**config.mk**
```make
export PLATFORM = sky130hd
export DESIGN_NAME = sdw_dp
export DESIGN_NICKNAME = d
export VERILOG_FILES = /design/src/rtl/assert_macros.svh /design/src/rtl/sdw_pkg.sv /design/src/rtl/sdw_dp.sv
export SDC_FILE = /design/constraint.sdc
export NUM_CORES = 2
export LEC_CHECK = 0
export ABC_AREA = 1
export BUFFER_PORTS_ARGS = -buffer_cell sky130_fd_sc_hd__buf_4
export CAP_MARGIN = 20
export CORE_UTILIZATION = 50
export CTS_BUF_LIST = sky130_fd_sc_hd__clkbuf_8
export DETAILED_ROUTE_END_ITERATION = 7
export PLACE_DENSITY = 0.69
export SLEW_MARGIN = 0
export SYNTH_ARGS = -nofsm -noshare
export SYNTH_HDL_FRONTEND = slang
export SYNTH_SLANG_ARGS = --single-unit
export TNS_END_PERCENT = 30
```
**constraint.sdc**
```tcl
create_clock -name i_clk -period 6.9 [get_ports i_clk]
set_input_delay 0.69 -clock i_clk [delete_from_list [all_inputs] [get_ports i_clk]]
set_output_delay 0.69 -clock i_clk [all_outputs]
set_load 0.03 [all_outputs]
```
**src/rtl/assert_macros.svh**
```systemverilog
// Assertion macros for the stereo doubler RTL, included by the top level.
// Depends on nothing; the using module must have i_clk and i_rst_n.
`ifndef ASSERT_MACROS_SVH
`define ASSERT_MACROS_SVH

// Same-cycle implication, disabled while reset is asserted.
`define SDW_ASSERT_IMP(lbl, ante, cons, msg) \
    lbl: assert property (@(posedge i_clk) disable iff (!i_rst_n) (ante) |-> (cons)) \
        else $error(msg);

// Next-cycle implication, disabled while reset is asserted.
`define SDW_ASSERT_NXT(lbl, ante, cons, msg) \
    lbl: assert property (@(posedge i_clk) disable iff (!i_rst_n) (ante) |=> (cons)) \
        else $error(msg);

`endif

```
**src/rtl/sdw_pkg.sv**
```systemverilog
// Package for the stereo doubler: widths, constants, register indexes,
// controller states and the structs passed between modules. No dependencies.
package sdw_pkg;

    localparam int SAMPLE_W   = 24;
    localparam int AMT_W      = 13;
    localparam int WID_W      = 14;
    localparam int DLY_W      = 13;
    localparam int CFG_IDX_W  = 2;
    localparam int CFG_DATA_W = 14;
    localparam int G_W        = 11;
    localparam int DRY_W      = 13;
    localparam int SIDE_W     = 27;
    localparam int MID_W      = 28;
    localparam int PA_W       = 38;
    localparam int ACC_W      = 40;

    localparam int DELAY_DEPTH_DEF = 8192;

    localparam logic [AMT_W-1:0] GAIN_ONE     = AMT_W'(4096);
    localparam logic [AMT_W-1:0] BYPASS_LIMIT = AMT_W'(40);
    localparam logic [WID_W-1:0] WID_MAX      = WID_W'(8192);
    localparam int               WET_SCALE    = 1638;

    localparam logic [AMT_W-1:0] AMOUNT_RST  = AMT_W'(0);
    localparam logic [WID_W-1:0] WIDTH_RST   = WID_W'(4096);
    localparam logic [DLY_W-1:0] DLY_L_RST   = DLY_W'(485);
    localparam logic [DLY_W-1:0] DLY_R_RST   = DLY_W'(749);

    // Configuration register indexes.
    typedef enum logic [CFG_IDX_W-1:0] {
        CFG_AMOUNT = 2'd0,
        CFG_WIDTH  = 2'd1,
        CFG_DLY_L  = 2'd2,
        CFG_DLY_R  = 2'd3
    } t_cfg_idx;

    // Sequencer states.
    typedef enum logic [2:0] {
        S_IDLE, S_TAPL, S_TAPR, S_SIDE, S_WETL, S_DRYR, S_WETR, S_DONE
    } t_state;

    // Step strobes from the sequencer.
    typedef struct packed {
        logic accept;
        logic wr_mono;
        logic rd_r;
        logic side;
        logic wet_l;
        logic dry_r;
        logic wet_r;
        logic push;
    } t_ctrl;

    // Status of the address unit.
    typedef struct packed {
        logic busy;
        logic clearing;
        logic fwd_l;
    } t_addr_st;

endpackage

```
**src/rtl/sdw_dp.sv**
```systemverilog
// Datapath: gain registers, mono mix, side signal and the dry/wet mix with saturation.
// Depends on sdw_pkg.
module sdw_dp (
    input  logic                                i_clk,
    input  logic                                i_rst_n,
    input  logic                                i_cfg_we,
    input  logic [sdw_pkg::CFG_IDX_W-1:0]       i_cfg_idx,
    input  logic [sdw_pkg::CFG_DATA_W-1:0]      i_cfg_data,
    input  sdw_pkg::t_ctrl                      i_ctrl,
    input  logic                                i_fwd_l,
    input  logic signed [sdw_pkg::SAMPLE_W-1:0] i_left_in,
    input  logic signed [sdw_pkg::SAMPLE_W-1:0] i_right_in,
    input  logic signed [sdw_pkg::SAMPLE_W-1:0] i_rdata,
    output logic signed [sdw_pkg::SAMPLE_W-1:0] o_mono,
    output logic                                o_bypass,
    output logic signed [sdw_pkg::SAMPLE_W-1:0] o_left_out,
    output logic signed [sdw_pkg::SAMPLE_W-1:0] o_right_out
);

    localparam int SW = sdw_pkg::SAMPLE_W;

    logic [sdw_pkg::AMT_W-1:0]        r_amount;
    logic [sdw_pkg::WID_W-1:0]        r_width;
    logic signed [SW-1:0]             r_in_l;
    logic signed [SW-1:0]             r_in_r;
    logic signed [SW-1:0]             r_mono;
    logic signed [SW-1:0]             r_tl;
    logic [sdw_pkg::G_W-1:0]          r_g;
    logic [sdw_pkg::DRY_W-1:0]        r_dry;
    logic [sdw_pkg::WID_W-1:0]        r_wid;
    logic                             r_byp;
    logic signed [sdw_pkg::SIDE_W-1:0] r_side;
    logic signed [sdw_pkg::PA_W-1:0]  r_pa;
    logic signed [sdw_pkg::ACC_W-1:0] r_acc;
    logic signed [SW-1:0]             r_ol;
    logic signed [SW-1:0]             r_out_l;
    logic signed [SW-1:0]             r_out_r;

    logic [sdw_pkg::AMT_W-1:0]        amt_c;
    logic [23:0]                      g_prod;
    logic [sdw_pkg::WID_W-1:0]        wid_c;
    logic signed [SW:0]               pair_sum;
    logic signed [SW:0]               tap_diff;
    logic signed [39:0]               side_prod;
    logic signed [sdw_pkg::MID_W-1:0] mid_p;
    logic signed [sdw_pkg::MID_W-1:0] mid_m;
    logic signed [sdw_pkg::MID_W-1:0] wet_in;
    logic signed [sdw_pkg::ACC_W-1:0] wet_prod;
    logic signed [SW-1:0]             dry_in;
    logic signed [sdw_pkg::PA_W-1:0]  dry_prod;
    logic signed [SW-1:0]             sat_acc;
    sdw_pkg::t_cfg_idx                cfg_idx;

    // Drop the Q12 fraction (floor) and clamp to the 24-bit range.
    function automatic logic signed [SW-1:0] sat24(input logic signed [sdw_pkg::ACC_W-1:0] acc);
        logic signed [sdw_pkg::ACC_W-13:0] sh;
        sh = acc[sdw_pkg::ACC_W-1:12];
        if (sh > (sdw_pkg::ACC_W-12)'(signed'(24'sh7FFFFF))) begin
            return 24'sh7FFFFF;
        end else if (sh < (sdw_pkg::ACC_W-12)'(signed'(24'sh800000))) begin
            return 24'sh800000;
        end
        return sh[SW-1:0];
    endfunction

    assign cfg_idx = sdw_pkg::t_cfg_idx'(i_cfg_idx);

    // Gain and width configuration registers.
    always_ff @(posedge i_clk) begin
        if (!i_rst_n) begin
            r_amount <= sdw_pkg::AMOUNT_RST;
            r_width  <= sdw_pkg::WIDTH_RST;
        end else if (i_cfg_we) begin
            unique case (cfg_idx)
                sdw_pkg::CFG_AMOUNT: r_amount <= i_cfg_data[sdw_pkg::AMT_W-1:0];
                sdw_pkg::CFG_WIDTH:  r_width  <= i_cfg_data;
                sdw_pkg::CFG_DLY_L,
                sdw_pkg::CFG_DLY_R:  ;
            endcase
        end
    end

    // Clamp the registers and derive the wet gain g = (1638 * amount) >> 12.
    assign o_bypass = (r_amount <= sdw_pkg::BYPASS_LIMIT);
    assign amt_c    = (r_amount > sdw_pkg::GAIN_ONE) ? sdw_pkg::GAIN_ONE : r_amount;
    assign g_prod   = 24'(amt_c) * 24'(sdw_pkg::WET_SCALE);
    assign wid_c    = (r_width > sdw_pkg::WID_MAX) ? sdw_pkg::WID_MAX : r_width;
    assign pair_sum = (SW+1)'(i_left_in) + (SW+1)'(i_right_in);

    // Shared arithmetic: side product, dry product and wet product.
    assign tap_diff  = (SW+1)'(r_tl) - (SW+1)'(i_rdata);
    assign side_prod = tap_diff * $signed({1'b0, r_wid});
    assign mid_p     = sdw_pkg::MID_W'(r_mono) + sdw_pkg::MID_W'(r_side);
    assign mid_m     = sdw_pkg::MID_W'(r_mono) - sdw_pkg::MID_W'(r_side);
    assign wet_in    = i_ctrl.wet_l ? mid_p : mid_m;
    assign wet_prod  = wet_in * $signed({1'b0, r_g});
    assign dry_in    = i_ctrl.wr_mono ? r_in_l : r_in_r;
    assign dry_prod  = dry_in * $signed({1'b0, r_dry});
    assign sat_acc   = sat24(r_acc);

    // Step registers, loaded by the sequencer strobes; r_pa and r_acc are each loaded in two steps.
    always_ff @(posedge i_clk) begin
        if (i_ctrl.accept) begin
            r_in_l <= i_left_in;
            r_in_r <= i_right_in;
            r_mono <= pair_sum[SW:1];
            r_g    <= g_prod[22:12];
            r_dry  <= sdw_pkg::GAIN_ONE - sdw_pkg::DRY_W'(g_prod[22:12]);
            r_wid  <= wid_c;
            r_byp  <= o_bypass;
        end
        if (i_ctrl.wr_mono || i_ctrl.dry_r) begin
            r_pa <= dry_prod;
        end
        if (i_ctrl.rd_r) begin
            r_tl <= i_fwd_l ? r_mono : i_rdata;
        end
        if (i_ctrl.side) begin
            r_side <= side_prod[38:12];
        end
        if (i_ctrl.wet_l || i_ctrl.wet_r) begin
            r_acc <= sdw_pkg::ACC_W'(r_pa) + wet_prod;
        end
        if (i_ctrl.dry_r) begin
            r_ol <= sat_acc;
        end
        if (i_ctrl.push) begin
            r_out_l <= r_byp ? r_in_l : r_ol;
            r_out_r <= r_byp ? r_in_r : sat_acc;
        end
    end

    assign o_mono      = r_mono;
    assign o_left_out  = r_out_l;
    assign o_right_out = r_out_r;

endmodule

```
**Word level (Yosys, flattened, before mapping)**

Cells that the tools add are included.

- Muxes and demuxes: 11
- Multiply operators: 4
- Equality and inequality tests: 1
- $add $sub $neg: 6
- Reduce and logical (&&, ||, !) cells: 5
- Order comparisons: 5

Operators by type and width:

| kind | count |
|---|---|
| 24-bit 2-to-1 mux | 7 |
| 38-bit by 40-bit adder with 40-bit output | 1 |
| 28-bit by 12-bit multiplier with 40-bit output | 1 |
| 25-bit by 15-bit multiplier with 39-bit output | 1 |
| 24-bit by 14-bit multiplier with 38-bit output | 1 |
| 24-bit by 27-bit adder with 28-bit output | 1 |
| 28-bit by 24-bit > comparator with 1-bit output, second input constant | 1 |
| 28-bit by 24-bit less-than comparator with 1-bit output, second input constant | 1 |
| 28-bit 2-to-1 mux | 1 |
| 24-bit by 27-bit subtractor with 28-bit output | 1 |
| 24-bit by 24-bit adder with 25-bit output | 1 |
| 24-bit by 24-bit subtractor with 25-bit output | 1 |
| 13-bit by 10-bit multiplier with 22-bit output, second input constant | 1 |
| 14-bit > comparator, second input constant | 1 |
| 13-bit > comparator, second input constant | 1 |
| 13-bit by 6-bit <= comparator with 1-bit output, second input constant | 1 |
| 13-bit 2-to-1 mux | 1 |
| 13-bit by 11-bit subtractor with 13-bit output, first input constant | 1 |
| 2-bit AND reduction | 2 |
| 2-bit by 1-bit equality test with 1-bit output, second input constant | 1 |
| 2-bit zero test | 1 |
| 1-bit logical OR | 2 |
| 1-bit 2-to-1 mux | 2 |

- Output and inout port bits: 73
- Flip-flop bits (word level): 339
- Word-level logic and storage cells: 48

**Logic depth before layout (Yosys ltp)**

- Word-level depth: 5
- Mapped depth: 42
- Mapped depth without buffers: 42

**Least setup slack after synthesis**

No wires, ideal clock.

- Path kind: in2reg
- From: in i_ctrl[3] in the netlist's numbering
- To: reg r_acc[36] in the netlist's numbering, data pin
- Buffers on the path: 3
- Path slack: -398 ps
- Cell stages on the path: 31
- Data required time: 6,641 ps
- Data arrival time: 7,039 ps
- Path through: clkbuf_1 inv_1 clkbuf_1 nand2_1 xnor2_1 ha_1 inv_1 nor3_1 inv_1 o21ai_0 nand3_1 nand3_1 a21o_1 buf_4 nand3_1 fa_1 fa_1 inv_1 fa_1 fa_1 inv_1 fa_1 inv_1 ha_1 nand2_1 nor2_1 inv_1 nor4_1 o21ai_0 nand3_1 xor2_1

- Longest elaborated chain between the ends: 3

RTL lines:

| what | line | source |
|---|---|---|
| from (decl) | sdw_dp.sv:9 | `input sdw_pkg::t_ctrl i_ctrl,` |
| 28-bit 2-to-1 mux | sdw_dp.sv:95 | `assign wet_in = i_ctrl.wet_l ? mid_p : mid_m;` |
| 28-bit by 12-bit multiplier with 40-bit output | sdw_dp.sv:96 | `assign wet_prod = wet_in * $signed({1'b0, r_g});` |
| 38-bit by 40-bit adder with 40-bit output | sdw_dp.sv:122 | `r_acc <= sdw_pkg::ACC_W'(r_pa) + wet_prod;` |
| to (signal assigned) | sdw_dp.sv:122 |  |
| to (decl) | sdw_dp.sv:34 | `logic signed [sdw_pkg::ACC_W-1:0] r_acc;` |

No other way between the ends.
A chain may end at the register's enable or synchronous reset.

**Final worst setup path**

- From: reg r_side[0] in the netlist's numbering
- To: reg r_acc[30] in the netlist's numbering, data pin

- Longest elaborated chain between the ends: 4
- Elaborated cells on any way between the ends: 5

RTL lines:

| what | line | source |
|---|---|---|
| from (decl) | sdw_dp.sv:32 | `logic signed [sdw_pkg::SIDE_W-1:0] r_side;` |
| from (signal assigned) | sdw_dp.sv:119 | `r_side <= side_prod[38:12];` |
| 24-bit by 27-bit subtractor with 28-bit output or 24-bit by 27-bit adder with 28-bit output (tied branches) | sdw_dp.sv:94, sdw_dp.sv:93 |  |
| 28-bit 2-to-1 mux (*) | sdw_dp.sv:95 |  |
| 28-bit by 12-bit multiplier with 40-bit output (*) | sdw_dp.sv:96 |  |
| 38-bit by 40-bit adder with 40-bit output (*) | sdw_dp.sv:122 |  |

Every way passes the cells marked *; elsewhere a longest branch is shown, timed or not.

==> metrics <==
status finished, violations left; failing checks negative setup slack; critical path data required time 7430 ps; Slew @ Worst Pin 1037 ps; most common cell after layout, fill and taps aside inv_1; Slowest cell on crit path fa_1; sequential-to-total area share from yosys stat 0.1741; die width 332.7 µm; Max-slew headroom 0.3089; number of fillers in the final layout 9142; die height 332.7 µm; fin cells 8937; CTS H-tree depth 2; Fin. Hold Viols 0; Avg Synthesized Cell Area 8.400 µm²; PortBufs 172; total grt overflow 0; CP Launch Type flip-flop; pin count of the biggest net entering global routing 77; # rows 120; ys flop type edfxtp_1; setup TNS -20790 ps; fin nets 8946; clock skew 104.7 ps; arrival time worst endpoint 8330 ps; global-route wire length before repair 295.5 mm; Crit. End Element flip-flop; Core Region 107800 µm²; Mapped Cells 6511; Tmin final 7802 ps; post-synthesis cell type count 64; share of cells above drive strength 1 0.2284; RSZ-0062 raised after global routing yes; Starting Density 0.5073; TritonCTS Buffers 60; TritonCTS clock tree yes; RD Place Congestion 1.010; clock transition at the registers of the reported paths 60 ps; Cell Area, Synth 54690 µm²; Max clock buf depth 3; Tot GR Track Use 0.3538; clock root cell clkbuf_8; Worst Path Buf+Inv 10; die area 110700 µm²; Syn Nets 7975; IO Pins 173; WS Path Type flip-flop to flip-flop; vias per cell 5.427; vias 48500; Post-synth ARST share 0; FF+latch count, synth 326; Syn. warnings 0; antenna violations before repair 5; CTS Sinks 326; routed len/inst 21.50 µm; Peak Freq 128.2 MHz; area of the multi-input gates 41780 µm²; Routed WL 192.2 mm; CP peak stage delay 610 ps; Area growth syn-to-layout 24.99%; number of global-route vias before repair 50900; HP Class input port to flip-flop; FF+latch area 9519 µm²; max-slew violations 0; crit-path leading delay family adder cells; EDFF count, synth 299; worst-path maximum fanout 3; final setup margin -901.6 ps; most frequent cells in the layout inv_1 (1428), nand2_1 (1084), buf_4 (994); Placed Cells 8740; Max-Cap Viols 0; DRT iter0 DRCs 4009; TritonRoute pass-1 iters 6; Final period util 1.131; Skew-Pair Late Insertion Delay 790 ps; setup violators final 51; post-route ant nets 0; dpl hpwl 161.4 mm; drt drc 0
[worst register-to-register path: cells and delay by family (launching register included)]
| family | cells | cell delay [ps] |
|---|---|---|
| AO/OA/AOI/OAI | 9 | 1400 |
| XOR/XNOR | 3 | 500 |
| adder cells (fa/ha/maj) | 8 | 3350 |
| buffers and inverters | 10 | 1070 |
| flip-flops | 1 | 400 |
| AND/OR/NAND/NOR | 7 | 910 |
[cells in the mapped netlist, types with 53 or more instances]
| library cell | instances | area (µm²) |
|---|---|---|
| xnor2_1 | 58 | 508.0 |
| fa_1 | 949 | 19000 |
| a31oi_1 | 53 | 331.6 |
| ha_1 | 415 | 5192 |
| nand2_1 | 1174 | 4407 |
| xor2_1 | 118 | 1033 |
| edfxtp_1 | 299 | 8979 |
| clkbuf_1 | 122 | 457.9 |
| o21ai_0 | 184 | 920.9 |
| a21oi_1 | 256 | 1281 |
| inv_1 | 1490 | 5593 |
| nand3_1 | 220 | 1101 |
| nor2_1 | 797 | 2992 |
[flip-flops by register name, summed over array words and instances (netlist names)]
| register | flops |
|---|---|
| r_tl | 24 |
| o_right_out | 24 |
| r_g | 11 |
| r_side | 27 |
| r_pa | 38 |
| r_byp | 1 |
| o_mono | 24 |
| r_amount | 13 |
| r_acc | 28 |
| r_dry | 12 |
| r_in_l | 24 |
| r_in_r | 24 |
| o_left_out | 24 |
| r_wid | 14 |
| r_width | 14 |
| r_ol | 24 |
[stage by stage]
step                hold WS, ps  utilization  setup WS, ps  cell area [µm²]
floorplan                 443.7            -        -59.83            55020
global route              92.53       0.6341         -1224            68360
detailed placement        466.8       0.5909         -1101            63700
CTS                       60.66       0.6231        -584.4            67180
global placement          458.2       0.5909         -1057            63700
finish                    113.1       0.6341        -901.6            68360
[worst paths after layout]
| check | from | end | slack, ps | depth (start not counted) |
|---|---|---|---|---|
| worst max-delay path | r_side[0] | r_acc[30] | -900 | 37 |
| worst min-delay path | i_right_in[6] | r_in_r[6] | 110 | 1 |
| worst max register to register | r_side[0] | r_acc[30] | -900 | 37 |
| worst min register to register | r_width[4] | r_width[4] | 480 | 2 |
[final cells by class]
cell class / count / area share
multi-input cells: 4537 / 0.6112
flip-flops and latches: 326 / 0.1393
repair buffers: 1045 / 0.1203
inverters: 1512 / 0.08343
well taps: 1403 / 0.02568
clock buffers: 63 / 0.01268
clock inverters: 49 / 0.007432
diodes: 2 / 0.00007322
[cell families (layout without fill, tap and decap cells)]
family / Yosys count / after routing / synth area share
simple gates: 2351 / 2351 / 0.1733
buf+inv: 1648 / 2669 / 0.1135
fa+ha+maj: 1364 / 1364 / 0.4423
compound gates: 637 / 637 / 0.06600
flops: 326 / 326 / 0.1741
xor+xnor: 183 / 183 / 0.03047
other cells: 1 / 3 / 0.00006857
mux: 1 / 1 / 0.0002059
[per-layer routing]
metal,routed length (µm),GRT usage
met1,77610,0.4739
met2,85300,0.5508
met3,18110,0.07078
met4,11120,0.1698
met5,13,0
[timing repair]
action	CTS	global route
setup endpoints to repair	55	56
pin swaps	169	154
setup buffers	57	33
hold buffers	0	0
resized for setup	417	233
Power is not shown: default switching activity piles up to over one toggle a cycle in this logic, so the estimate is an artifact.
