**src/rtl/assert_macros.svh**
```systemverilog
// Assertion macros for the stereo doubler RTL, included by the top level.
// Depends on nothing; the using module must have i_clk and i_rst_n.
`ifndef ASSERT_MACROS_SVH
`define ASSERT_MACROS_SVH

// Same-cycle implication, disabled while reset is asserted.
`define SDW_ASSERT_IMP(lbl, ante, cons, msg) \
    lbl: assert property (@(posedge i_clk) disable iff (!i_rst_n) (ante) |-> (cons)) \
        else $error(msg);

// Next-cycle implication, disabled while reset is asserted.
`define SDW_ASSERT_NXT(lbl, ante, cons, msg) \
    lbl: assert property (@(posedge i_clk) disable iff (!i_rst_n) (ante) |=> (cons)) \
        else $error(msg);

`endif

```
**src/rtl/sdw_pkg.sv**
```systemverilog
// Package for the stereo doubler: widths, constants, register indexes,
// controller states and the structs passed between modules. No dependencies.
package sdw_pkg;

    localparam int SAMPLE_W   = 24;
    localparam int AMT_W      = 13;
    localparam int WID_W      = 14;
    localparam int DLY_W      = 13;
    localparam int CFG_IDX_W  = 2;
    localparam int CFG_DATA_W = 14;
    localparam int G_W        = 11;
    localparam int DRY_W      = 13;
    localparam int SIDE_W     = 27;
    localparam int MID_W      = 28;
    localparam int PA_W       = 38;
    localparam int ACC_W      = 40;

    localparam int DELAY_DEPTH_DEF = 8192;

    localparam logic [AMT_W-1:0] GAIN_ONE     = AMT_W'(4096);
    localparam logic [AMT_W-1:0] BYPASS_LIMIT = AMT_W'(40);
    localparam logic [WID_W-1:0] WID_MAX      = WID_W'(8192);
    localparam int               WET_SCALE    = 1638;

    localparam logic [AMT_W-1:0] AMOUNT_RST  = AMT_W'(0);
    localparam logic [WID_W-1:0] WIDTH_RST   = WID_W'(4096);
    localparam logic [DLY_W-1:0] DLY_L_RST   = DLY_W'(485);
    localparam logic [DLY_W-1:0] DLY_R_RST   = DLY_W'(749);

    // Configuration register indexes.
    typedef enum logic [CFG_IDX_W-1:0] {
        CFG_AMOUNT = 2'd0,
        CFG_WIDTH  = 2'd1,
        CFG_DLY_L  = 2'd2,
        CFG_DLY_R  = 2'd3
    } t_cfg_idx;

    // Sequencer states.
    typedef enum logic [2:0] {
        S_IDLE, S_TAPL, S_TAPR, S_SIDE, S_WETL, S_DRYR, S_WETR, S_DONE
    } t_state;

    // Step strobes from the sequencer.
    typedef struct packed {
        logic accept;
        logic wr_mono;
        logic rd_r;
        logic side;
        logic wet_l;
        logic dry_r;
        logic wet_r;
        logic push;
    } t_ctrl;

    // Status of the address unit.
    typedef struct packed {
        logic busy;
        logic clearing;
        logic fwd_l;
    } t_addr_st;

endpackage

```
**src/rtl/sdw_addr.sv**
```systemverilog
// Address unit: write pointer, clearing pass, delay registers and tap addresses.
// Depends on sdw_pkg.
module sdw_addr #(
    parameter int DELAY_DEPTH = sdw_pkg::DELAY_DEPTH_DEF
) (
    input  logic                                i_clk,
    input  logic                                i_rst_n,
    input  logic                                i_cfg_we,
    input  logic [sdw_pkg::CFG_IDX_W-1:0]       i_cfg_idx,
    input  logic [sdw_pkg::CFG_DATA_W-1:0]      i_cfg_data,
    input  sdw_pkg::t_ctrl                      i_ctrl,
    input  logic signed [sdw_pkg::SAMPLE_W-1:0] i_mono,
    output logic                                o_ram_we,
    output logic [$clog2(DELAY_DEPTH)-1:0]      o_ram_waddr,
    output logic [sdw_pkg::SAMPLE_W-1:0]        o_ram_wdata,
    output logic [$clog2(DELAY_DEPTH)-1:0]      o_ram_raddr,
    output sdw_pkg::t_addr_st                   o_st
);

    localparam int AW = $clog2(DELAY_DEPTH);
    localparam logic [16:0]   DEPTH_X = 17'(DELAY_DEPTH);
    localparam logic [AW-1:0] LAST    = AW'(DELAY_DEPTH - 1);

    logic [AW-1:0]                r_wp;
    logic [AW-1:0]                r_clr_addr;
    logic                         r_clearing;
    logic [sdw_pkg::DLY_W-1:0]    r_dl;
    logic [sdw_pkg::DLY_W-1:0]    r_dr;
    logic                         dl_big;
    logic                         dr_big;
    logic [AW-1:0]                tap_l;
    logic [AW-1:0]                tap_r;
    sdw_pkg::t_cfg_idx            cfg_idx;

    // Position a given delay behind the write pointer, wrapping at the depth.
    function automatic logic [AW-1:0] tap_addr(input logic [AW-1:0] wp,
                                               input logic [sdw_pkg::DLY_W-1:0] dly);
        logic [AW:0] diff;
        logic [AW:0] wrapped;
        diff    = {1'b0, wp} - {1'b0, AW'(dly)};
        wrapped = diff + (AW+1)'(DELAY_DEPTH);
        return diff[AW] ? wrapped[AW-1:0] : diff[AW-1:0];
    endfunction

    assign cfg_idx = sdw_pkg::t_cfg_idx'(i_cfg_idx);
    assign dl_big  = {4'b0, r_dl} >= DEPTH_X;
    assign dr_big  = {4'b0, r_dr} >= DEPTH_X;
    assign tap_l   = tap_addr(r_wp, r_dl);
    assign tap_r   = tap_addr(r_wp, r_dr);

    // Delay registers reduce themselves below the depth, one subtraction per cycle unless written.
    always_ff @(posedge i_clk) begin
        if (!i_rst_n) begin
            r_dl <= sdw_pkg::DLY_L_RST;
            r_dr <= sdw_pkg::DLY_R_RST;
        end else begin
            if (i_cfg_we && cfg_idx == sdw_pkg::CFG_DLY_L) begin
                r_dl <= i_cfg_data[sdw_pkg::DLY_W-1:0];
            end else if (dl_big) begin
                r_dl <= r_dl - sdw_pkg::DLY_W'(DELAY_DEPTH);
            end
            if (i_cfg_we && cfg_idx == sdw_pkg::CFG_DLY_R) begin
                r_dr <= i_cfg_data[sdw_pkg::DLY_W-1:0];
            end else if (dr_big) begin
                r_dr <= r_dr - sdw_pkg::DLY_W'(DELAY_DEPTH);
            end
        end
    end

    // Clearing pass after reset, then the write pointer advances once per word that is not bypassed.
    always_ff @(posedge i_clk) begin
        if (!i_rst_n) begin
            r_wp       <= '0;
            r_clr_addr <= '0;
            r_clearing <= 1'b1;
        end else begin
            if (r_clearing) begin
                r_clr_addr <= (r_clr_addr == LAST) ? '0 : r_clr_addr + AW'(1);
                r_clearing <= (r_clr_addr != LAST);
            end
            if (i_ctrl.rd_r) begin
                r_wp <= (r_wp == LAST) ? '0 : r_wp + AW'(1);
            end
        end
    end

    // Memory port selection.
    assign o_ram_we    = r_clearing || i_ctrl.wr_mono;
    assign o_ram_waddr = r_clearing ? r_clr_addr : r_wp;
    assign o_ram_wdata = r_clearing ? '0 : i_mono;
    assign o_ram_raddr = i_ctrl.rd_r ? tap_r : tap_l;

    // A zero left delay reads the entry written in the same cycle, so it is forwarded.
    assign o_st.busy     = r_clearing || dl_big || dr_big;
    assign o_st.clearing = r_clearing;
    assign o_st.fwd_l    = (r_dl == '0);

endmodule

```
**config.mk**
```make
export PLATFORM = sky130hd
export DESIGN_NAME = sdw_addr
export DESIGN_NICKNAME = d
export VERILOG_FILES = /design/src/rtl/assert_macros.svh /design/src/rtl/sdw_pkg.sv /design/src/rtl/sdw_addr.sv
export SDC_FILE = /design/constraint.sdc
export NUM_CORES = 1
export LEC_CHECK = 0
export BUFFER_PORTS_ARGS = -buffer_cell sky130_fd_sc_hd__buf_4
export CAP_MARGIN = 25
export CORE_ASPECT_RATIO = 1.2
export CORE_MARGIN = 8
export CORE_UTILIZATION = 30
export CTS_BUF_LIST = sky130_fd_sc_hd__clkbuf_8
export DETAILED_ROUTE_END_ITERATION = 8
export RECOVER_POWER = 25
export SETUP_SLACK_MARGIN = 0.15
export SLEW_MARGIN = 30
export SYNTH_ARGS = -nofsm -noshare
export SYNTH_HDL_FRONTEND = slang
export SYNTH_SLANG_ARGS = --single-unit
```
**constraint.sdc**
```tcl
create_clock -name i_clk -period 3.5 [get_ports i_clk]
set_input_delay 0.7 -clock i_clk [delete_from_list [all_inputs] [get_ports i_clk]]
set_output_delay 0.7 -clock i_clk [all_outputs]
set_load 0.01 [all_outputs]
```
# [Yosys cells after proc, flatten, opt, wreduce, memory -nomap -nowiden]
# Index checks and enable logic that the tools add are counted.
[classes] eq_ne=5 muxes=8 add_sub_neg=6 reduce_logical=4
[op_table] operator="2-to-1 mux 13 bit" count=6
[op_table] operator="adder 13 x 1 -> 13 bit, second input constant" count=4
[op_table] operator="subtractor 13 x 13 -> 14 bit" count=2
[op_table] operator="== test 13 bit, second input constant" count=2
[op_table] operator="2-to-1 mux 24 bit" count=1
[op_table] operator="logical NOT 13 bit" count=1
[op_table] operator="inequality test 13 bit, second input constant" count=1
[op_table] operator="== test 2 bit, second input constant" count=2
[op_table] operator="logical AND 1 bit" count=2
[op_table] operator="logical OR 1 bit" count=1
[op_table] operator="2-to-1 mux 1 bit" count=1
[totals] elab_cells=28 register_bits=53 in_bits=51 output_inout_bits=54

# [Logic depth before layout (Yosys ltp)]
# Gate-level depths: netlist (run 1).
[logic_depth] depth_word=4 mapped_depth=9 depth_no_buf=8

# [Worst setup path after synthesis (run 1)]
# Ideal clock, no wire load.
[synth_path] kind="input-to-output" from="input i_ctrl[5] (netlist bit)" to="output o_ram_raddr[11]" setup_slack_ns=-0.236 arrival_ns=3.036 n_path_buf=2 cell_stages=8 t_required_ns=2.800 path_cell_list="buf_2 -> buf_1 -> mux2i_1 -> ha_1 -> a21o_1 -> a21o_1 -> a221o_1 -> a311oi_1"
[synth_between] elab_chain_len=1
[synth_lines] item="start, declared" line="sdw_addr.sv:11" rtl="input sdw_pkg::t_ctrl i_ctrl,"
[synth_lines] item="2-to-1 mux 13 bit" line="sdw_addr.sv:91" rtl="assign o_ram_raddr = i_ctrl.rd_r ? tap_r : tap_l;"
[synth_lines] item="end, declared" line="sdw_addr.sv:16" rtl="output logic [$clog2(DELAY_DEPTH)-1:0] o_ram_raddr,"
# Every way passes these cells.

# [Worst setup path after layout (run 1)]
[layout_path] from="input i_ctrl[5] (netlist bit)" to="output o_ram_raddr[9]"
# Same word-level chain as after synthesis.

==> run_results.csv, run 1 <==
group,metric,value,unit
sta,fmax,298,MHz
worst_setup_path,cpPeakStageDelay,0.43,ns
worst_setup_path,cp_cell_sequence,"buf_8 -> buf_4 -> mux2i_2 -> buf_4 -> ha_1 -> nor2b_1 -> o21a_1 -> a221o_2 -> a21oi_2 -> xnor2_1 -> buf_4",
drt,wl_met3,724,µm
worst_setup_path,startpoint,"i_ctrl[5]",
drt,wl_met1,3.56,mm
finish,layout-area-overhead-vs-synth,37.1,%
logic_synthesis,ys_ff_latch,53,
worst_setup_path,crit_arrival,2.65,ns
worst_setup_path,worstSetupStartpointType,"input port",
finish,design_area,4320,µm²
logic_synthesis,ys.warnings.count,0,
clocking,cts_buffer_depth,2,
worst_setup_path,critPathRequiredTime,2.80,ns
placement,dp_hpwl,6.90,mm
placement,post-place-ws,-0.0837,ns
grt,grt_overflow,0,
worst_setup_path,cp_num_cells,11,
finish,utilization,0.417,
floorplanning,coreArea,10400,µm²
worst_setup_path,worst_setup_path_end_kind,"output pin",
placement,dpl_cell_area,4080,µm²
floorplanning,fp.dieW,110,µm
logic_synthesis,syn_area,3150,µm²
drt,drtIter0Drc,110,
logic_synthesis,syn_nets,456,
logic_synthesis,ys_types,44,
logic_synthesis,synth_top_area_frac,0.337,
sta,drv_slew,0,
status,status,"finished, final reports clean",
sta,layout_worst_path_cycle_share,0.958,
worst_setup_path,worstSetupPathType,"input port to output pin",
hold_path,hp-class,"flop to flop",
floorplanning,start_util,0.304,
grt,grt_max_degree,40,
sta,fin_skew,0.00353,ns
sta,fin_ws,0.147,ns
finish,mostFrequentLayoutCell,"buf_4",
clocking,htreeDepth,2,
drt,drt_pass1_iterations,4,
sta,setup_viol,0,
drt,drcViolationCount,0,
floorplanning,dieHeight,128,µm
finish,layout_common_cells,"buf_4 (111), nand2_1 (75), dfxtp_1 (53)",
placement,io_buffers,97,
logic_synthesis,synth_top_area_cell,"dfxtp_1",
floorplanning,io_pins,105,
logic_synthesis,netlist_instances,390,
worst_setup_path,path_delay_family,"compound AO/OA/AOI/OAI gates",
floorplanning,die_area,14000,µm²
drt,routed_wl,8.75,mm
drt,postRouteAntennaNets,0,
clocking,cts_made_buffers,5,
logic_synthesis,yosysSeqAreaShare,0.337,
grt,grt_first_pass_wirelength,14.0,mm
grt,first_global_vias,2959,
clocking,clock_sink_count,53,
clocking,clockRootBuffer,"clkbuf_8",
drt,via_count,2966,
sta,period_needed,3.35,ns
power_and_ir_drop,p_leak,1.88,nW
finish,drive_gt1_frac,0.309,
power_and_ir_drop,ir_worst_vdd,161,µV
grt,grt_antenna_before_repair,0,
worst_setup_path,crit_buf_inv,4,
logic_synthesis,synth_area_leaders,"dfxtp_1 (34%), nand2_1 (8.9%), xnor2_1 (5.8%)",
drt,highest_layer,"met4",
worst_setup_path,crit_fanout,4,
drt,via_per_inst,4.75,
grt,track_usage,0.122,
finish,final_cells,624,
logic_synthesis,synthFlopType,"dfxtp_1",
hold_path,min-delay-start,"r_dr[11]",
drt,met2WireLength,4.42,mm
placement,dp_cells,613,
worst_setup_path,r2r_cells,5,
sta,worst-slew-pin-transition,0.899,ns
drt,routedWlPerCell,14.0,µm
job,drv_cap,0,
finish,nets,560,
finish,fill_cells,1060,
floorplanning,row_count,41,
sta,slew_headroom,0.398,
sta,rsz0062_at_grt,"yes",
worst_setup_path,cp_common_cell,"buf_4",
logic_synthesis,synth_enable_flop_cells,0,
clocking,cts_tree,"built",
power_and_ir_drop,p_per_area,277,nW/µm²
placement,routabilityCongestion,0.812,
worst_setup_path,timing.rr.start,"r_clearing",
hold_path,min_path_cells,2,
clocking,clkTransAtPathRegs,0.10,ns
logic_synthesis,async_flop_share,0,
clocking,clk_latency,0.30,ns
sta,hold_viol,0,
logic_synthesis,avgSynthCellArea,8.08,µm²
worst_setup_path,critPathSlowestCell,"a221o_2",
finish,antenna_cells,0,
==> final timing paths <==
| kind | end | slack [ns] |
|---|---|---|
| max | o_ram_raddr[9] | 0.15 |
| min | r_dr[11] | 0.47 |
| max reg2reg | r_clr_addr[11] | 1.45 |
| min reg2reg | r_dr[11] | 0.47 |
==> cell type report <==
cell class | instances | area [µm²] | area share
inverter | 11 | 41.3 | 0.00957
clock buffer | 5 | 68.8 | 0.0159
timing repair buffer | 114 | 872 | 0.202
tap | 129 | 161 | 0.0374
clock inverter | 3 | 18.8 | 0.00435
sequential | 53 | 1060 | 0.246
multi-input combinational | 309 | 2090 | 0.485
==> through the flow <==
| stage | total power, W | hold WS [ns] | TNS, ns |
|---|---|---|---|
| CTS | 0.00121 | 0.475 | 0 |
| global route | 0.00126 | 0.494 | 0 |
| floorplan | 0.000752 | 0.435 | 0 |
| finish | 0.00120 | 0.474 | 0 |
| global placement | 0.000852 | 0.449 | -0.0476 |
| detailed placement | 0.000857 | 0.455 | -0.183 |
==> worst reg2reg max path: cells and delay by family (launching register included) <==
family,cells,cell delay [ns]
flops,1,0.90
simple gates,4,0.88
xor+xnor,1,0.16
==> cell usage after synthesis, types with 3 or more instances <==
cell / number
a21boi_0: 14
a21o_1: 5
a21oi_1: 5
and2_1: 7
and3_1: 7
buf_1: 3
buf_2: 3
clkbuf_1: 9
dfxtp_1: 53
ha_1: 14
inv_1: 11
mux2_2: 9
mux2i_1: 13
nand2_1: 75
nand3_1: 19
nand4_1: 6
nor2_1: 28
nor2b_1: 26
nor3_1: 8
nor4_1: 4
o21a_1: 3
o21ai_0: 8
or2_2: 3
xnor2_1: 21
xor2_1: 10
==> power by group <==
| part | switching, W | total [W] | internal (W) |
|---|---|---|---|
| registers | 0.0000142 | 0.000634 | 0.000620 |
| logic | 0.0000983 | 0.000221 | 0.000123 |
| clock network | 0.000203 | 0.000342 | 0.000139 |
| total | 0.000316 | 0.00120 | 0.000882 |
==> routing by layer <==
layer | vias up | global-route usage
li1 | 1531 | -
met1 | 1355 | 0.134
met2 | 76 | 0.222
met3 | 4 | 0.0337
met4 | 0 | 0.0255
met5 | - | 0
==> flip-flops by register name, indices dropped and copies added, names as in the netlist <==
| register | flops |
|---|---|
| r_clr_addr | 13 |
| r_dl | 13 |
| r_dr | 13 |
| r_wp | 13 |
| r_clearing | 1 |
==> logic make-up (layout without fill, tap and decap cells) <==
logic type	count (synthesis)	after routing	share of synthesized area
xor gates and xnor gates	31	31	0.0862
adders and majority gates	15	15	0.0620
DFF	53	53	0.337
AOI/OAI and AO/OA	50	50	0.112
muxes	22	22	0.0735
and+or+nand+nor	191	191	0.292
buffers and inverters	28	133	0.0369
==> repair_timing <==
item	CTS	global route
hold endpoints to repair	0	0
pin swaps	12	7
setup endpoints to repair	7	7
resized for setup	21	7
buffers inserted	2	1
hold buffers	0	0
Note: power is estimated with default switching activity, not from simulation.
==> run 2: changes to the inputs <==
--- a/config.mk
+++ b/config.mk
@@ -13,6 +13,7 @@
 export CTS_BUF_LIST = sky130_fd_sc_hd__clkbuf_8
 export DETAILED_ROUTE_END_ITERATION = 8
 export RECOVER_POWER = 25
+export REMOVE_ABC_BUFFERS = 1
 export SETUP_SLACK_MARGIN = 0.15
 export SLEW_MARGIN = 30
 export SYNTH_ARGS = -nofsm -noshare
==> run 2 against run 1 <==
Compared with the run above: core utilization decreased by 0.084 points; final area decreased by 0.20%; clock skew increased by 0.0010 ns; hold slack got worse by 0.0038 ns; critical path type unchanged; largest power group unchanged.
==> run_results.csv, run 2 (same netlist as run 1, synthesis figures left out) <==
group,metric,value,unit
worst_setup_path,worstSetupStartpointType,"input port",
finish,antenna_cells,0,
grt,grt_max_degree,40,
sta,setup_tns,0,ns
placement,dp_hpwl,6.95,mm
sta,fin_skew,0.00456,ns
worst_setup_path,timing.rr.start,"r_clearing",
clocking,cts_tree,"built",
job,drv_cap,0,
sta,hold_viol,0,
drt,drcViolationCount,0,
drt,postRouteAntennaNets,0,
clocking,clock_sink_count,53,
drt,drtIter0Drc,86,
floorplanning,fp.dieW,110,µm
worst_setup_path,critPathRequiredTime,2.80,ns
finish,drive_gt1_frac,0.313,
sta,slew_headroom,0.371,
clocking,htreeDepth,2,
drt,drt_pass1_iterations,4,
clocking,clkTransAtPathRegs,0.09,ns
hold_path,hp-class,"flop to flop",
worst_setup_path,worstSetupPathType,"input port to output pin",
finish,final_cells,621,
hold_path,hold_end,"r_dr[9]",
finish,nets,558,
floorplanning,row_count,41,
sta,rsz0062_at_grt,"yes",
sta,layout_worst_path_cycle_share,0.959,
placement,io_buffers,97,
finish,layout-area-overhead-vs-synth,36.8,%
clocking,cts_buffer_depth,2,
power_and_ir_drop,p_leak,1.89,nW
worst_setup_path,r2r_end,"r_clr_addr[11]",
sta,drv_slew,0,
worst_setup_path,worst_setup_path_end_kind,"output pin",
clocking,clockRootBuffer,"clkbuf_8",
power_and_ir_drop,ir_worst_vdd,140,µV
status,status,"finished, final reports clean",
hold_path,min_path_cells,2,
drt,via_per_inst,4.79,
hold_path,min-delay-start,"r_dr[9]",
worst_setup_path,crit_fanout,9,
clocking,clk_latency,0.30,ns
floorplanning,dieHeight,128,µm
worst_setup_path,r2r_cells,5,
worst_setup_path,rrSetupSlack,1.45,ns
floorplanning,coreArea,10400,µm²
worst_setup_path,crit_arrival,2.66,ns
grt,track_usage,0.125,
placement,dp_cells,608,
finish,mostFrequentLayoutCell,"buf_4",
sta,fmax,298,MHz
drt,routed_wl,8.87,mm
sta,worst-slew-pin-transition,0.940,ns
drt,via_count,2974,
drt,routedWlPerCell,14.3,µm
sta,setup_viol,0,
grt,grt_antenna_before_repair,0,
clocking,cts_made_buffers,5,
finish,layout_common_cells,"buf_4 (107), nand2_1 (75), dfxtp_1 (53)",
grt,grt_overflow,0,
floorplanning,die_area,14000,µm²
sta,period_needed,3.36,ns
floorplanning,io_pins,105,
grt,first_global_vias,2947,
power_and_ir_drop,p_per_area,278,nW/µm²
floorplanning,start_util,0.304,
placement,routabilityCongestion,0.820,
grt,grt_first_pass_wirelength,14.2,mm
[run 2: repair_timing]
| action | CTS | global route |
|---|---|---|
| setup endpoints to repair | 7 | 7 |
| hold buffers | 0 | 0 |
| pin swaps | 10 | 21 |
| buffers inserted | 2 | 4 |
| gates resized for setup | 19 | 13 |
| cloned | 0 | 0 |
[run 2: power breakdown]
| part | total, W | switching (W) | internal, W |
|---|---|---|---|
| logic | 0.000223 | 0.0000997 | 0.000123 |
| clock network | 0.000339 | 0.000184 | 0.000154 |
| registers | 0.000635 | 0.0000147 | 0.000620 |
| total | 0.00120 | 0.000299 | 0.000898 |
[run 2: layout make-up]
type,instances,area (µm²)
fillers,1106,6050
multi-input cells,309,2100
flip-flops and latches,53,1060
repair buffers,112,857
well taps,129,161
clock buffers,6,82.6
inverters,11,41.3
clock inverters,1,3.75
[run 2: routing by layer]
metal / wire length [µm] / global-route usage / vias to the layer above
met5: 0 / 0 / -
met4: 87 / 0.0311 / 0
met3: 249 / 0.0231 / 7
met2: 5000 / 0.243 / 38
met1: 3540 / 0.132 / 1407
li1: - / - / 1522
[run 2: per-stage QoR]
| step | power (W) | cell area [µm²] | setup slack (ns) | hold slack [ns] | util |
|---|---|---|---|---|---|
| 4_1_cts | 0.00120 | 4210 | 0.0789 | 0.473 | 0.407 |
| 3_5_place_dp | 0.000853 | 4030 | -0.0745 | 0.456 | 0.389 |
| 5_1_grt | 0.00126 | 4310 | 0.0370 | 0.499 | 0.416 |
| 6_report | 0.00120 | 4310 | 0.145 | 0.470 | 0.416 |
| 3_3_place_gp | 0.000848 | 4030 | -0.0357 | 0.450 | 0.389 |
| 2_1_floorplan | 0.000741 | 3070 | 0.382 | 0.433 | - |
[run 2: how the worst max path moves through the flow]
stage	start	endpoint	slack (ns)
floorplan	i_ctrl[5]	o_ram_raddr[12]	0.38
global placement	i_ctrl[5]	o_ram_raddr[10]	-0.04
detailed placement	i_ctrl[5]	o_ram_raddr[10]	-0.07
CTS	i_ctrl[5]	o_ram_raddr[8]	0.08
global route	i_ctrl[5]	o_ram_raddr[10]	0.04
finish	i_ctrl[5]	o_ram_raddr[7]	0.14
[run 2: critical path, cell delays in order]
cell and delay [ns]:
buf_12 0.09, buf_6 0.16, mux2i_1 0.23, ha_1 0.31, a21o_1 0.21, a221o_1 0.45, a21oi_2 0.20, xnor2_2 0.13
buf_4 0.14
